<file path="src/hw/rtl/psgd_ram.sv">
module psgd_ram #(
  parameter int WIDTH = 72,
  parameter int DEPTH = 48
) (
  input  logic                     clk,
  input  logic                     we,
  input  logic [$clog2(DEPTH)-1:0] waddr,
  input  logic [WIDTH-1:0]         wdata,
  input  logic [$clog2(DEPTH)-1:0] raddr,
  output logic [WIDTH-1:0]         rdata
);
  logic [WIDTH-1:0] mem [DEPTH];

  always_ff @(posedge clk) begin
    if (we) begin
      mem[waddr] <= wdata;
    end
    rdata <= mem[raddr];
  end
endmodule

</file>
<file path="config.mk">
export PLATFORM = sky130hd
export DESIGN_NAME = psgd_ram
export DESIGN_NICKNAME = d
export VERILOG_FILES = /design/src/hw/rtl/psgd_ram.sv
export SDC_FILE = /design/constraint.sdc
export NUM_CORES = 2
export LEC_CHECK = 0
export ABC_AREA = 1
export ABC_CLOCK_PERIOD_IN_PS = 8230
export BUFFER_PORTS_ARGS = -buffer_cell sky130_fd_sc_hd__buf_2
export CAP_MARGIN = 20
export CORE_ASPECT_RATIO = 1.5
export CORE_MARGIN = 5
export CORE_UTILIZATION = 41
export CTS_CLUSTER_SIZE = 14
export DETAILED_ROUTE_END_ITERATION = 16
export HOLD_SLACK_MARGIN = 0.05
export SLEW_MARGIN = 0
export SYNTH_ARGS = -nofsm -noshare
export SYNTH_HDL_FRONTEND = slang
export SYNTH_SLANG_ARGS = --single-unit
</file>
<file path="constraint.sdc">
create_clock -name clk -period 8.23 [get_ports clk]
set_input_delay 0.4115 -clock clk [delete_from_list [all_inputs] [get_ports clk]]
set_output_delay 0.4115 -clock clk [all_outputs]
set_load 0.01 [all_outputs]
</file>
# [Word level (Yosys, flattened, before mapping)]
# Memory sizes are Yosys's and may differ from the RTL's. A register that Yosys moved wholly into a read port is not among the register bits.
# Cells that the tools add are included.
[totals] regBits=0 mem_bits_rw=3456 in_bits=86 mem_count=1
[memory_table] memory="mem" depth=48 word_bits=72 read_ports=1 rd_ports_with_merged_regs=1 wr=1 line_no="12" text="logic [WIDTH-1:0] mem [DEPTH];"
[op_classes] mux=2
[op_table] op="$mux 1" n=2

# [Depth between registers and ports, before layout]
[logic_depth] ltp_word=2 ltp_mapped=14 mapped_depth_nobuf=9

# [Least setup slack after synthesis]
# No wires, ideal clock.
[synth_path] path_kind="input-to-reg" startpoint="input port we" endpoint="memory mem[24][0], enable pin" path_buffers=1 arrival_ns=7.630 path_stages=3 setup_slack_ns=-0.087 path_cell_list="clkbuf_1 nand2_1 nor4_1"
[synth_via] elab_chain_len=2
[synth_lines] element="start, declared" line_no="6" text="input logic we,"
[synth_lines] element="$mux 1" line_no="15" text="if (we) begin"
[synth_lines] element="$mux 1 (not written as such)" line_no="16" text="mem[waddr] <= wdata;"
[synth_lines] element="end, declared" line_no="12"
# Every way passes these cells.

==> flow_summary.yaml <==
outcome:
  status: "complete, but fails checks"
  violations: "slew limit"
timing:
  max_slew.worst_pin.slew_ns: 1.785
  rsz0062_at_grt: "no"
  finalSetupTns_ns: 0
  min_period_ns: 3.391
  hold_viol: 0
  clock.fmax_ghz: 0.2949
  setup_ws_ns: 4.839
  finalSetupViolations: 0
  min_period_over_period: 0.4121
  slew_viol_final: 160
  slew_headroom: -0.1901
  finClkSkew_ns: 0.03591
cts:
  cts_tree: "built"
  numCtsBuffers: 332
  clock-sinks: 3528
  cts.path.max_buffers: 4
  clk_pin_slew_worst_paths_ns: 0.07
  cts-root-buf: "clkbuf_16"
  ctsHoldBuffers: 3
  htree_levels: 5
  cts-resized-gates: 0
  post_cts_buffers: 0
  insertion_delay_ns: 0.90
setup_path:
  max_stage_delay_ns: 0.98
  crit_path_start_kind: "input port"
  cpMaxStageDelayCell: "buf_4"
  path_cells: "buf_12, clkinv_16, buf_4, nand2_1, nand3_1, nand3_1, nand3_1, nand3_1, nand2_1, nand2_1, nand2_1"
  r2r_start: "mem[0][31]"
  worstPathArrival_ns: 4.17
  crit_type: "input port to flip-flop"
  critPathCaptureType: "flip-flop"
  cp_max_fo: 367
  cp.required_ns: 9.01
  critPathLaunch: "raddr[0]"
synthesis:
  seq_area_frac_synth: 0.7505
  yosys_warnings: 0
  synth_cell_type_count: 23
  synth_fp_nets: 11240
  syn_area_per_cell_um2: 12.57
  syn_area_um2: 140200
  synth-seq-cells: 3528
  syn_inst: 11150
global_routing:
  grt_pass1_wl_um: 606700
  grt_usage: 0.2310
  grt_pass1_vias: 87710
  grt_max_degree: 368
  antenna_found_initial: 40
  grt_overflow: 0
drt:
  met1Wirelength_um: 160000
  wirelength_um: 420100
  first_iter_violations: 9909
  dr.pass1.iters: 8
  vias_per_cell: 5.718
  drc_errors: 0
  wl_met2_um: 213100
  route.vias.total: 90640
  top_layer_used: "met5"
  ant_nets: 0
  wl_met3_um: 28590
  post_drt_wl_per_cell_um: 26.50
cells_and_area:
  areaGrowthSynthToFinish_pct: 10.50
  drive_gt1_frac: 0.07921
  final_common_cell: "edfxtp_1"
  nets: 11150
  final_cell_mix: "edfxtp_1 (3456), nand2_1 (2784), nand3_1 (2218)"
  fin_util: 0.4540
run:
  maxCapViolations: 0
power:
  vdd_drop_max_v: 0.0001787
  p_leak_nw: 52.52
  power.density_nw_per_um2: 239.9
floorplanning:
  die_x_um: 487.5
  start_util: 0.4108
  ios: 158
  die_area_um2: 354000
  rows: 263
  die-height_um: 726.2
  coreArea_um2: 341200
placement:
  io_buffers: 157
  dpl_worst_slack_ns: 4.402
  place.gp.congestion: 0.8006
  dp_hpwl_um: 210500
worst_hold_path:
  hold_start: "wdata[36]"
  min-delay-path-class: "input port to flip-flop"
-- path summary, 6_finish.rpt --
check                      to  slack [ns]  depth (start not counted)
setup reg to reg    rdata[31]        6.65                          8
hold / removal    mem[43][36]        0.09                          1
setup / recovery    rdata[10]        4.84                         11
hold reg to reg     rdata[38]        0.72                          6
-- cells in the mapped netlist --
| cell type | count | share of area |
|---|---|---|
| buf_1 | 59 | 0.0016 |
| buf_12 | 9 | 0.0013 |
| buf_2 | 198 | 0.0071 |
| buf_4 | 33 | 0.0018 |
| buf_6 | 131 | 0.011 |
| buf_8 | 7 | 0.00075 |
| clkbuf_1 | 310 | 0.0083 |
| dfxtp_1 | 72 | 0.010 |
| edfxtp_1 | 3456 | 0.74 |
| inv_1 | 14 | 0.00037 |
| inv_2 | 4 | 0.00011 |
| inv_4 | 1 | 0.000045 |
| inv_6 | 1 | 0.000062 |
| nand2_1 | 2784 | 0.075 |
| nand2_2 | 70 | 0.0031 |
| nand3_1 | 2218 | 0.079 |
| nand4_1 | 1 | 0.000045 |
| nor2_1 | 912 | 0.024 |
| nor3_1 | 8 | 0.00029 |
| nor4_1 | 1 | 0.000045 |
| o211ai_1 | 288 | 0.015 |
| o21ai_0 | 570 | 0.020 |
| o21ai_1 | 6 | 0.00021 |
-- cells by family (layout without fill, tap and decap cells) --
family          after synthesis  in the layout  synth area share
flops                      3528           3528            0.7505
buf+inv                     767            939           0.03186
other cells                   0             21                 0
simple gates               5994           5994            0.1816
compound gates              864            864           0.03598
-- critical path, delay by kind of cell --
kind | cells | cell delay [ns]
buffers and inverters | 3 | 1.88
and+or+nand+nor | 8 | 1.02
-- per-stage QoR --
step	cell area [µm²]	hold WS, ns	total power, mW	instances
after global routing	154900	0.1200	38.29	15840
final	154900	0.09418	37.17	15850
after global placement	144400	0.6947	22.41	15230
after detailed placement	144400	0.7046	22.44	15230
after CTS	154900	0.05275	37.37	15830
after floorplan	140200	0.5104	21.57	11150
-- metal layers --
layer	track usage	vias to the layer above
li1	-	39820
met1	0.2896	45880
met2	0.4087	4015
met3	0.02761	909
met4	0.08935	20
met5	0	-
-- flip-flops by register name, summed over array words and instances (netlist names) --
name   count
rdata     72
mem     3456
-- report_power, final --
part | total [mW] | leakage [nW] | internal [mW] | switching, mW
registers | 20.0 | 31.7 | 19.9 | 0.0933
logic | 2.09 | 15.7 | 0.512 | 1.58
clock network | 15.1 | 5.12 | 8.47 | 6.63
total | 37.2 | 52.5 | 28.9 | 8.30
-- final cells by class --
class,instances,area (µm²)
diodes,21,52.55
clock buffers,452,9076
clock inverters,141,1369
fillers,30040,186300
inverters,20,142.6
multi-input cells,6858,30880
flip-flops and latches,3528,105200
well taps,4505,5637
repair buffers,326,2545
Power figures use the tool's default switching activity.
