<file path="config.mk">
export PLATFORM = sky130hd
export DESIGN_NAME = psgd_axis
export DESIGN_NICKNAME = d
export VERILOG_FILES = /design/src/hw/rtl/psgd_pkg.sv /design/src/hw/rtl/psgd_axis.sv
export SDC_FILE = /design/constraint.sdc
export NUM_CORES = 1
export LEC_CHECK = 0
export BUFFER_PORTS_ARGS = -buffer_cell sky130_fd_sc_hd__buf_2
export CAP_MARGIN = 10
export CORE_ASPECT_RATIO = 2
export CORE_MARGIN = 2
export CORE_UTILIZATION = 65
export DETAILED_ROUTE_END_ITERATION = 8
export PLACE_DENSITY = 0.89
export SLEW_MARGIN = 15
export SYNTH_ARGS = -nofsm -noshare
export SYNTH_HDL_FRONTEND = slang
export SYNTH_SLANG_ARGS = --single-unit
</file>
<file path="constraint.sdc">
create_clock -name clk -period 16.8 [get_ports clk]
set_input_delay 3.36 -clock clk [delete_from_list [all_inputs] [get_ports clk]]
set_output_delay 3.36 -clock clk [all_outputs]
set_load 0.005 [all_outputs]
</file>
<file path="src/hw/rtl/psgd_pkg.sv">
package psgd_pkg;

  localparam int POS_W      = 20;
  localparam int TIME_W     = 32;
  localparam int SENS_W     = 4;
  localparam int WIN_W      = 10;
  localparam int LEG_W      = 13;
  localparam int CFG_IDX_W  = 2;
  localparam int CFG_DATA_W = 10;
  localparam int NEAR_W     = 5;
  localparam int DSQ_W      = 2 * NEAR_W + 1;

  // register indexes on the configuration port
  localparam logic [CFG_IDX_W-1:0] REG_ENABLE = 2'd0;
  localparam logic [CFG_IDX_W-1:0] REG_SENS   = 2'd1;
  localparam logic [CFG_IDX_W-1:0] REG_WINDOW = 2'd2;

  localparam logic              EN_RST   = 1'b1;
  localparam logic [SENS_W-1:0] SENS_RST = 4'd5;
  localparam logic [WIN_W-1:0]  WIN_RST  = 10'd400;

  localparam logic [SENS_W-1:0] SENS_MIN = 4'd1;
  localparam logic [SENS_W-1:0] SENS_MAX = 4'd10;
  localparam logic [WIN_W-1:0]  WIN_MIN  = 10'd150;
  localparam logic [WIN_W-1:0]  WIN_MAX  = 10'd1000;

  localparam int AGE_MS          = 1000;
  localparam int NEAR_LIM        = 1 << NEAR_W;   // 2 px in 1/16 px
  localparam int DIST_SQ         = 1024;          // (2 px)^2 in (1/16 px)^2
  localparam int MIN_WIN_SAMPLES = 4;
  localparam int MIN_REVS        = 2;

  // minimum leg per sensitivity, in 1/144 px
  localparam logic [LEG_W-1:0] LEG_TABLE [10] = '{
    13'd7776, 13'd7136, 13'd6496, 13'd5856, 13'd5216,
    13'd4576, 13'd3936, 13'd3296, 13'd2656, 13'd2016
  };

  typedef enum logic [3:0] {
    ST_IDLE,
    ST_START,
    ST_NEWEST,
    ST_DIST,
    ST_PRUNE,
    ST_APPEND,
    ST_WIN0,
    ST_WIN,
    ST_SPAN0,
    ST_SPAN,
    ST_TRK0,
    ST_TRK,
    ST_EVAL,
    ST_FINISH
  } state_t;

  typedef enum logic [1:0] {
    DIR_NONE,
    DIR_UP,
    DIR_DOWN
  } dir_t;

  typedef struct packed {
    logic span;    // span pass step
    logic trk;     // tracker pass step
    logic first;   // this word is the first window sample
  } axis_ctl_t;

  function automatic logic [LEG_W-1:0] leg_of(input logic [SENS_W-1:0] s);
    logic [SENS_W-1:0] c;
    c = s;
    if (c < SENS_MIN) c = SENS_MIN;
    if (c > SENS_MAX) c = SENS_MAX;
    return LEG_TABLE[c - SENS_MIN];
  endfunction

  function automatic logic [WIN_W-1:0] win_clamp(input logic [WIN_W-1:0] w);
    logic [WIN_W-1:0] c;
    c = w;
    if (c < WIN_MIN) c = WIN_MIN;
    if (c > WIN_MAX) c = WIN_MAX;
    return c;
  endfunction

endpackage

</file>
<file path="src/hw/rtl/psgd_axis.sv">
module psgd_axis #(
  parameter int MAX_SAMPLES = 48
) (
  input  logic                              clk,
  input  psgd_pkg::axis_ctl_t               ctl,
  input  logic signed [psgd_pkg::POS_W-1:0] v,
  input  logic [psgd_pkg::LEG_W-1:0]        leg,
  output logic                              ok
);
  import psgd_pkg::*;

  localparam int DW    = POS_W + 1;
  localparam int TRV_W = POS_W + $clog2(MAX_SAMPLES);
  localparam int CMP_W = TRV_W + 5;

  logic signed [POS_W-1:0] lo, hi, extreme;
  dir_t                    dir;
  logic [1:0]              revs;
  logic [TRV_W-1:0]        travel;

  logic signed [DW-1:0] d;
  logic [DW-1:0]        ad, span;
  logic [DW+3:0]        ad9, span9;
  logic                 big, rise, fall;
  logic [TRV_W-1:0]     travel_add;
  logic [CMP_W-1:0]     trv18, leg5, trv5, span8;

  always_comb begin
    d          = DW'(v) - DW'(extreme);
    ad         = d[DW-1] ? DW'(-d) : DW'(d);
    ad9        = (DW+4)'({ad, 3'b000}) + (DW+4)'(ad);
    big        = ad9 >= (DW+4)'(leg);
    rise       = !d[DW-1] && (d != '0);
    fall       = d[DW-1];
    travel_add = travel + TRV_W'(ad);
  end

  always_ff @(posedge clk) begin
    if (ctl.span) begin
      if (ctl.first) begin
        lo <= v;
        hi <= v;
      end else begin
        if (v < lo) lo <= v;
        if (v > hi) hi <= v;
      end
    end
    if (ctl.trk) begin
      if (ctl.first) begin
        extreme <= v;
        dir     <= DIR_NONE;
        revs    <= '0;
        travel  <= '0;
      end else begin
        case (dir)
          DIR_NONE: begin
            if (big) begin
              dir     <= fall ? DIR_DOWN : DIR_UP;
              travel  <= travel_add;
              extreme <= v;
            end
          end
          DIR_UP: begin
            if (rise) begin
              travel  <= travel_add;
              extreme <= v;
            end else if (big) begin
              if (revs < 2'(MIN_REVS)) revs <= revs + 2'd1;
              dir     <= DIR_DOWN;
              travel  <= travel_add;
              extreme <= v;
            end
          end
          DIR_DOWN: begin
            if (fall) begin
              travel  <= travel_add;
              extreme <= v;
            end else if (big) begin
              if (revs < 2'(MIN_REVS)) revs <= revs + 2'd1;
              dir     <= DIR_UP;
              travel  <= travel_add;
              extreme <= v;
            end
          end
          default: begin
            dir <= DIR_NONE;
          end
        endcase
      end
    end
  end

  // span and travel tests; the leg comparisons are in 1/144 px
  always_comb begin
    span  = DW'(hi) - DW'(lo);
    span9 = (DW+4)'({span, 3'b000}) + (DW+4)'(span);
    trv18 = CMP_W'({travel, 4'b0000}) + CMP_W'({travel, 1'b0});
    leg5  = CMP_W'({leg, 2'b00}) + CMP_W'(leg);
    trv5  = CMP_W'({travel, 2'b00}) + CMP_W'(travel);
    span8 = CMP_W'({span, 3'b000});
    ok    = (span9 >= (DW+4)'(leg)) && (revs >= 2'(MIN_REVS)) &&
            (trv18 >= leg5) && (trv5 >= span8);
  end
endmodule

</file>
=== Word-level counts from Yosys, hierarchy flattened ===
Index checks and enable logic that the tools add are counted.

* Flip-flop bits (word level): 90
* Output and inout port bits: 1
* Word-level logic and storage cells: 73

* Add/subtract/negate cells: 10
* $lt $le $gt $ge: 8
* Equality and inequality tests: 7
* Multiplexer cells: 26
* Reduce and logical (&&, ||, !) cells: 16

{| class="wikitable"
|+ Operators by type and width
! operator !! count
|-
| $mux 20 || 8
|-
| $mux 26 || 3
|-
| $pmux 26 s3 || 1
|-
| $pmux 20 s3 || 1
|-
| $add 24x21->25 || 2
|-
| $ge 25x13->1 || 2
|-
| $sub 20x20->21 || 2
|-
| $add 30x27->31 || 1
|-
| $ge 31x16->1 || 1
|-
| $add 28x26->29 || 1
|-
| $ge 29x24->1 || 1
|-
| $add 26x21->26 || 1
|-
| $mux 21 || 1
|-
| $neg 21->21 || 1
|-
| $reduce_bool 21->1 || 1
|-
| $gt 20x20->1 || 1
|-
| $lt 20x20->1 || 1
|-
| $mux 2 || 10
|-
| $add 15x13->16 || 1
|-
| $ne 3x3->1 const B || 5
|-
| $pmux 2 s3 || 1
|-
| $reduce_and 2->1 || 3
|-
| $reduce_and 6->1 || 1
|-
| $logic_and 1x1->1 || 4
|-
| 12 further kinds || 13
|}

=== Depth between registers and ports, before layout ===
Gate-level depths: netlist (run 1).

* Depth after elaboration: 9
* Gate-level depth with buffers: 33
* Mapped depth without buffers: 29

=== Worst setup path before layout (run 1) ===
Ideal clock, no wire load.

* Path type: input-to-output
* From: input leg[0] (netlist name)
* To: output ok
* Data arrival time: 7.042 ns
* Data required time: 13.440 ns
* Path slack: 6.398 ns
* Stages on the path: 24
* Cell sequence: ha_1 -> fa_1 -> a21o_1 -> a21oi_1 -> o21bai_1 -> a21oi_1 -> nor2b_1 -> o21a_1 -> o21ai_0 -> nand2b_1 -> a21oi_1 -> nor2b_1 -> o21ai_0 -> xnor2_1 -> ha_1 -> nand2_1 -> a211oi_1 -> o31a_1 -> a2111oi_0 -> nand4_1 -> nor3_1 -> o2111ai_1 -> nor4_1 -> a211oi_1

* Cells in the longest elaborated chain, start to end: 4
* Elaborated cells between the ends (all ways): 6

{| class="wikitable"
|+ RTL lines
! item !! RTL line !! source
|-
| from (decl) || psgd_axis.sv:7 || <nowiki>input logic [psgd_pkg::LEG_W-1:0] leg,</nowiki>
|-
| $add 15x13->16 / $ge 25x13->1 (equally long branches) || psgd_axis.sv:98, psgd_axis.sv:101 ||
|-
| $ge 31x16->1 / $logic_and 1x1->1 (equally long branches) || psgd_axis.sv:102, psgd_axis.sv:101 ||
|-
| $logic_and 1x1->1 (*) || psgd_axis.sv:101 || <nowiki>ok = (span9 >= (DW+4)'(leg)) && (revs >= 2'(MIN_REVS)) &&</nowiki>
|-
| $logic_and 1x1->1 (*) || psgd_axis.sv:102 || <nowiki>(trv18 >= leg5) && (trv5 >= span8);</nowiki>
|-
| to (decl) || psgd_axis.sv:8 || <nowiki>output logic ok</nowiki>
|}

Every way passes the cells marked *; elsewhere a longest branch is shown, timed or not.

=== Final worst setup path (run 1) ===
Ends and elaborated chain as after synthesis.

==> metrics, run 1 <==
outcome=finished, violations left; violated checks=DRC; via density per instance=6.77; worst slew pin tran=1110 ps; largest family of logic cells by synthesized area=compound AO/OA/AOI/OAI gates; Core Area=0.0220 mm2; input/output buffers=37; Synth Flop Type=edfxtp_1; syn_area_per_cell=8.27 um2; die width=109 um; die area=0.0234 mm2; final setup TNS=0 ps; hold_buf cts=0; EDFF count, synth=90; RSZ-0062 raised after global routing=false; IO Pins=38; fin crit period=11,390 ps; DRC=1; CTS tree=yes; max-cap viol count=0; global-route wire length before repair=69,300 um; CTS Buf Count=9; # H-tree levels=3; Critical Path Fanout Max=4; XOR/XNOR Fraction of Synth Area=0.0746; critical path's top delay family=compound AO/OA/AOI/OAI gates; clock slew at reported path FFs=70 ps; sequential share of the synthesized area=0.188; die height=215 um; synth top area cells=ha_1, edfxtp_1, a21oi_1, xnor2_1, inv_1; gr ovfl total=0; adder-cell share of the synthesized area=0.239; final std cells w/o fill=2,047; Worst setup EP type=output port; TritonRoute pass-1 iters=8; Synth area leader=ha_1; Setup CP Type=in2out; Synth Area in Compound Gates=0.266; vias in the first global route=14,000; post-synthesis mux area share=0.00860; Worst Hold Slack=724 ps; area grow syn2layout=4.96%; #FFs+latches synth=90; layout cell share with drive strength beyond 1=0.0566; CTS Sinks=90; Setup Fix Bufs, Post-CTS=0; r2r setup slk=8330 ps; largest net degree at the start of global routing=55; Placer Congestion=1.00; arrival time at the worst endpoint=8030 ps; Crit path top cell by count=a21oi_1; Req. time, crit path=13,440 ps; CP max-delay cell=fa_1; largest buffer count on any clock path=2; worst slack, placed=5340 ps; post-route ant nets=0; Hold Crit Class=reg2reg; crit start category=input pin; nets=2,070; Overall Global Routing Usage=0.383; CP peak stage delay=410 ps; Ys Warns=0; setup violators final=0; slew margin rel.=0.259; worst-skew pair later-pin latency=380 ps; initial core utilization=0.656; top post-synthesis cells by count=ha_1, a21oi_1, inv_1; ys async rst share=0; Slew Limit Fails=0; post-placement cell count=2,028; CP Buf/Inv Count=2; drt total wl=44,000 um; initial antenna violation count=4; endpoints failing hold=0; Final period util=0.678; Vias=13,900; placed wire-length estimate=35,300 um; final worst setup slack=5410 ps; Core Rows=77; most frequent cell after synthesis=ha_1; Simple-Gate Fraction of Synth Area=0.168; Yosys cell types=93; Fin Clk Skew=12.1 ps; Root Driver=clkbuf_16; CTS resizes=0; syn nets=2,050; Syn Std Cell Area=0.0144 mm2; WL/cell=21.5 um; max frequency=87.8 MHz; DRT iter0 DRCs=937; Cells after Synth=1,743; top cell type's share of synthesized area=0.228
==> metal layers <==
metal	vias up	share of wire	wire [um]	GRT usage
li1	6529	-	-	-
met5	-	0.00030	13	0
met3	268	0.051	2250	0.0666
met2	578	0.51	22400	0.667
met1	6475	0.32	14000	0.347
met4	2	0.12	5400	0.392
==> flip-flops by register name (all words and copies together) (netlist names) <==
register / flops
hi: 20
dir: 2
revs: 2
travel: 26
extreme: 20
lo: 20
==> worst reg2reg max path, stage by stage (launching register included) <==
cell and delay, ps:
edfxtp_1 400, ha_1 240, fa_1 390, nand2b_1 220, a21oi_4 230, o21ai_2 140
o211ai_1 260, and2_1 190, o21a_1 770, a31oi_1 120, xnor2_1 390, ha_1 330
a211oi_1 220, o21bai_1 170, o21ba_2 270, a21oi_1 150, nor2b_1 60, o31a_1 230
ha_1 180, a2111oi_0 280, o221ai_1 180, a211oi_1 240, o2111ai_1 190, or4_1 590
a21oi_2 260, nand2_2 400, a21oi_2 830, o32ai_1 250
==> final timing paths <==
| check | startpoint | end | cells after the start |
|---|---|---|---|
| setup / recovery | leg[0] | ok | 26 |
| hold reg to reg | revs[0]$_SDFFCE_PP0P_ | revs[0]$_SDFFCE_PP0P_ | 2 |
| hold / removal | revs[0]$_SDFFCE_PP0P_ | revs[0]$_SDFFCE_PP0P_ | 2 |
| setup reg to reg | extreme[0]$_DFFE_PP_ | extreme[0]$_DFFE_PP_ | 27 |
==> cell families (layout without fill, tap and decap cells) <==
| kind of cell | count (synthesis) | count (layout) |
|---|---|---|
| xor+xnor | 121 | 121 |
| mux | 12 | 12 |
| fa+ha+maj | 270 | 270 |
| compound gates | 580 | 580 |
| other cells | 0 | 3 |
| simple gates | 459 | 459 |
| buf+inv | 211 | 236 |
| flops | 90 | 90 |
==> through the flow <==
step	cell area [um2]	utilization
after global placement	14800	0.675
after global routing	15100	0.688
after detailed placement	14800	0.675
after CTS	15100	0.688
final	15100	0.688
after floorplan	14400	-
==> layout by cell type, fill, tap and decap left out, drive strengths merged, types with 19 or more instances in the layout <==
cell / n
xnor2: 85
nor2b: 35
o21ai: 96
edfxtp: 90
xor2: 36
nor2: 109
o211ai: 20
a21oi: 184
inv: 180
nor3: 35
a31oi: 19
nand3: 44
o21bai: 35
ha: 262
a21o: 60
o21a: 36
nand2b: 33
nor4: 21
nand2: 85
buf: 43
==> layout make-up <==
cell class                      instances  area, um2
Clock inverter                          7       67.6
Clock buffer                            9        225
Fill cell                            1741       6840
Sequential cell                        90       2700
Multi-Input combinational cell       1442      10900
Antenna cell                            3       7.51
Tap cell                              276        345
Inverter                              177        664
Timing Repair Buffer                   43        230
Power of run 1 is left out: the tool's default activity adds up to more than one toggle a clock period on the data nets, which glitch-free logic cannot reach.
==> inputs of run 2 (changes only) <==
==> constraint.sdc (replaced) <==
create_clock -name clk -period 11.6 [get_ports clk]
set_input_delay 2.32 -clock clk [delete_from_list [all_inputs] [get_ports clk]]
set_output_delay 2.32 -clock clk [all_outputs]
set_load 0.005 [all_outputs]
==> metrics, run 2 (synthesis gave the netlist of run 1 again) <==
TritonRoute pass-1 iters=6; Hold Crit Class=reg2reg; Critical Path Fanout Max=29; Overall Global Routing Usage=0.386; crit start category=input pin; Crit path top cell by count=ha_1; arrival time at the worst endpoint=10,120 ps; placed wire-length estimate=35,100 um; final core occ=0.690; Core Area=0.0220 mm2; # H-tree levels=3; max reg flops=26; most frequent cells in the layout=ha_1, a21oi_1, inv_1; largest buffer count on any clock path=2; RSZ-0062 raised after global routing=false; die area=0.0234 mm2; max-cap viol count=0; FF/Latch Area=0.00270 mm2; CTS resizes=0; final setup TNS=0 ps; DRC=0; global-route wire length before repair=69,700 um; final std cells w/o fill=2,046; area of the multi-input gates=0.0109 mm2; CP max-delay cell=a21oi_2; WL/cell=21.4 um; hold_buf cts=0; CTS Sinks=90; CTS tree=yes; Final period util=0.866; Vias=13,700; initial core utilization=0.656; IO Pins=38; Slew Limit Fails=0; die width=109 um; outcome=complete, no violations; max frequency=99.6 MHz; Core Rows=77; Fin Clk Skew=10.4 ps; area grow syn2layout=5.19%; commonest non-fill, non-tap cell in the layout=ha_1; Worst setup EP type=register; worst slew pin tran=1260 ps; via density per instance=6.71; largest net degree at the start of global routing=55; initial antenna violation count=3; Req. time, crit path=11,680 ps; slew margin rel.=0.148; post-placement cell count=2,028; CTS Buf Count=9; nets=2,070; DRT iter0 DRCs=842; fin crit period=10,040 ps; post-route ant nets=0; CP peak stage delay=810 ps; critical path's top delay family=compound AO/OA/AOI/OAI gates; Worst Hold Slack=721 ps; input/output buffers=37; endpoints failing hold=0; # fillers=1,775; vias in the first global route=14,300; Root Driver=clkbuf_16; die height=215 um; gr ovfl total=0; setup violators final=0; Setup CP Type=in2reg; worst-skew pair later-pin latency=380 ps; clock slew at reported path FFs=60 ps; layout cell share with drive strength beyond 1=0.0566; CP Buf/Inv Count=2; Setup Fix Bufs, Post-CTS=0; Reg with most FFs=travel; drt total wl=43,700 um; Placer Congestion=1.02
## run 2: changes by cell type in the layout (fill, tap and decap cells not counted), sizes merged
cell / delta
bufinv: +1
diode: -1
inv: -1
## run 2: area by class of cell
class                           count  share of cell area
Antenna cell                        2            0.000330
Sequential cell                    90               0.178
Tap cell                          276              0.0228
Clock inverter                      7             0.00636
Clock buffer                        9              0.0149
Timing Repair Buffer               43              0.0152
Multi-Input combinational cell   1442               0.718
Inverter                          177              0.0438
## run 2: layer usage
| layer | global-route usage | up-vias | part of all wire |
|---|---|---|---|
| met5 | 0 | - | 0.00027 |
| met4 | 0.425 | 2 | 0.13 |
| met3 | 0.0754 | 280 | 0.055 |
| met2 | 0.659 | 549 | 0.49 |
| met1 | 0.345 | 6370 | 0.32 |
| li1 | - | 6526 | - |
## run 2: worst min-delay path, cell delays in order (launching register included)
cell,delay (ps)
edfxtp_1,390
o21ai_0,90
o32ai_1,70
## run 2: final timing paths
kind,slack [ps],cells past startpoint,startpoint,to
worst min register to register,720,2,extreme[0]$_DFFE_PP_,extreme[0]$_DFFE_PP_
worst max-delay path,1560,29,v[0],extreme[0]$_DFFE_PP_
worst max register to register,3320,27,extreme[0]$_DFFE_PP_,extreme[0]$_DFFE_PP_
worst min-delay path,720,2,extreme[0]$_DFFE_PP_,extreme[0]$_DFFE_PP_
## run 2: stage by stage
| stage | area, um2 | worst slack [ps] |
|---|---|---|
| 6_report | 15200 | 1560 |
| 5_1_grt | 15200 | 868 |
| 4_1_cts | 15100 | 1700 |
| 3_5_place_dp | 14800 | 1350 |
| 3_3_place_gp | 14800 | 1610 |
| 2_1_floorplan | 14400 | 2760 |
Power of run 2 is left out for the same reason.
==> inputs of run 3 (changes only) <==
--- a/config.mk
+++ b/config.mk
@@ -6,7 +6,6 @@
 export NUM_CORES = 1
 export LEC_CHECK = 0
 export BUFFER_PORTS_ARGS = -buffer_cell sky130_fd_sc_hd__buf_2
-export CAP_MARGIN = 10
 export CORE_ASPECT_RATIO = 2
 export CORE_MARGIN = 2
 export CORE_UTILIZATION = 65
==> constraint.sdc (replaced) <==
create_clock -name clk -period 11.6 [get_ports clk]
set_input_delay 1.74 -clock clk [delete_from_list [all_inputs] [get_ports clk]]
set_output_delay 1.74 -clock clk [all_outputs]
set_load 0.005 [all_outputs]
==> metrics, run 3 (synthesis gave the netlist of run 1 again) <==
Hold Crit Class=reg2reg; Critical Path Fanout Max=4; IO Pins=38; Setup CP Type=in2out; FF-to-FF End=travel[1]$_SDFFCE_PP0P_; Root Driver=clkbuf_16; fin crit period=9550 ps; RR Startpoint=extreme[0]$_DFFE_PP_; Core Rows=77; final setup TNS=0 ps; nets=2,069; largest net degree at the start of global routing=55; die height=215 um; Req. time, crit path=9860 ps; most frequent cells in the layout=ha_1, a21oi_1, inv_1; commonest non-fill, non-tap cell in the layout=ha_1; post-route ant nets=0; CTS resizes=0; worst-skew pair later-pin latency=380 ps; Overall Global Routing Usage=0.386; max-cap viol count=0; max frequency=105 MHz; input/output buffers=37; crit start category=input pin; setup violators final=0; Core Area=0.0220 mm2; Fin Clk Skew=18.2 ps; layout cell share with drive strength beyond 1=0.0560; Vias=13,600; clock slew at reported path FFs=70 ps; CTS Buf Count=9; die area=0.0234 mm2; max reg flops=26; DRT iter0 DRCs=982; global-route wire length before repair=70,000 um; outcome=complete, no violations; r2r setup slk=3390 ps; arrival time at the worst endpoint=7810 ps; Crit path top cell by count=a21oi_1; gr ovfl total=0; Worst Hold Launch=revs[0]$_SDFFCE_PP0P_; drt total wl=43,800 um; CP peak stage delay=960 ps; area grow syn2layout=5.05%; CP max-delay cell=a2111oi_0; CTS tree=yes; Worst Hold End=revs[0]$_SDFFCE_PP0P_; Worst setup EP type=output port; RSZ-0062 raised after global routing=false; Placer Congestion=0.990; largest buffer count on any clock path=2; TritonRoute pass-1 iters=7; Reg2Reg Depth=27; endpoints failing hold=0; die width=109 um; placed wire-length estimate=34,900 um; # H-tree levels=3; Slew Limit Fails=0; Reg with most FFs=travel; DRC=0; Setup Fix Bufs, Post-CTS=0; initial core utilization=0.656; slew margin rel.=0.176; WL/cell=21.4 um; vias in the first global route=14,100; hold_buf cts=0; WHS Path Cells=2; initial antenna violation count=3; Final period util=0.823; worst slew pin tran=1200 ps; via density per instance=6.67; CTS Sinks=90
## run 3: cell types whose count changed in the layout (fill, tap and decap cells not counted), sizes merged
cell,change
clkinv,+2
bufinv,-1
diode,+1
buf,-1
clkinvlp,-1
## run 3: final cells by class
class | instances | area, um2
Antenna cell | 3 | 7.51
Clock buffer | 9 | 225
Clock inverter | 7 | 81.3
Fill cell | 1787 | 6830
Inverter | 177 | 664
Multi-Input combinational cell | 1442 | 10900
Sequential cell | 90 | 2700
Tap cell | 276 | 345
Timing Repair Buffer | 42 | 223
## run 3: routing by layer
metal,vias to the layer above,share of wire,global-route usage
met3,241,0.055,0.0720
met5,-,0.00082,0.0134
met2,562,0.50,0.660
met4,2,0.12,0.385
met1,6327,0.32,0.362
li1,6511,-,-
## run 3: worst max-delay path by stage
stage                     startpoint                  endpoint  cells past startpoint  slack (ps)
after CTS                     leg[0]                        ok                     26        2360
final                         leg[0]                        ok                     26        2050
after floorplan                 v[0]      dir[0]$_SDFFCE_PP0P_                     31        3340
after detailed placement        v[0]  travel[16]$_SDFFCE_PP0P_                     29        2010
after global routing            v[0]  travel[16]$_SDFFCE_PP0P_                     29        1590
after global placement          v[0]  travel[24]$_SDFFCE_PP0P_                     29        2210
## run 3: through the flow
step,hold slack [ps],area [um2],setup WS (ps),utilization,instances
floorplan,673,14400,3340,-,1743
global placement,702,14800,2210,0.674,2027
detailed placement,719,14800,2010,0.674,2027
CTS,730,15100,2360,0.688,2043
global route,761,15100,1590,0.689,2045
finish,742,15100,2050,0.689,2046
## run 3: critical path: cells and delay by family
family	cells	cell delay, ps
buf+inv	2	310
fa+ha+maj	3	890
compound gates	13	3290
xor+xnor	1	170
simple gates	7	1390
Power of run 3 is left out for the same reason.
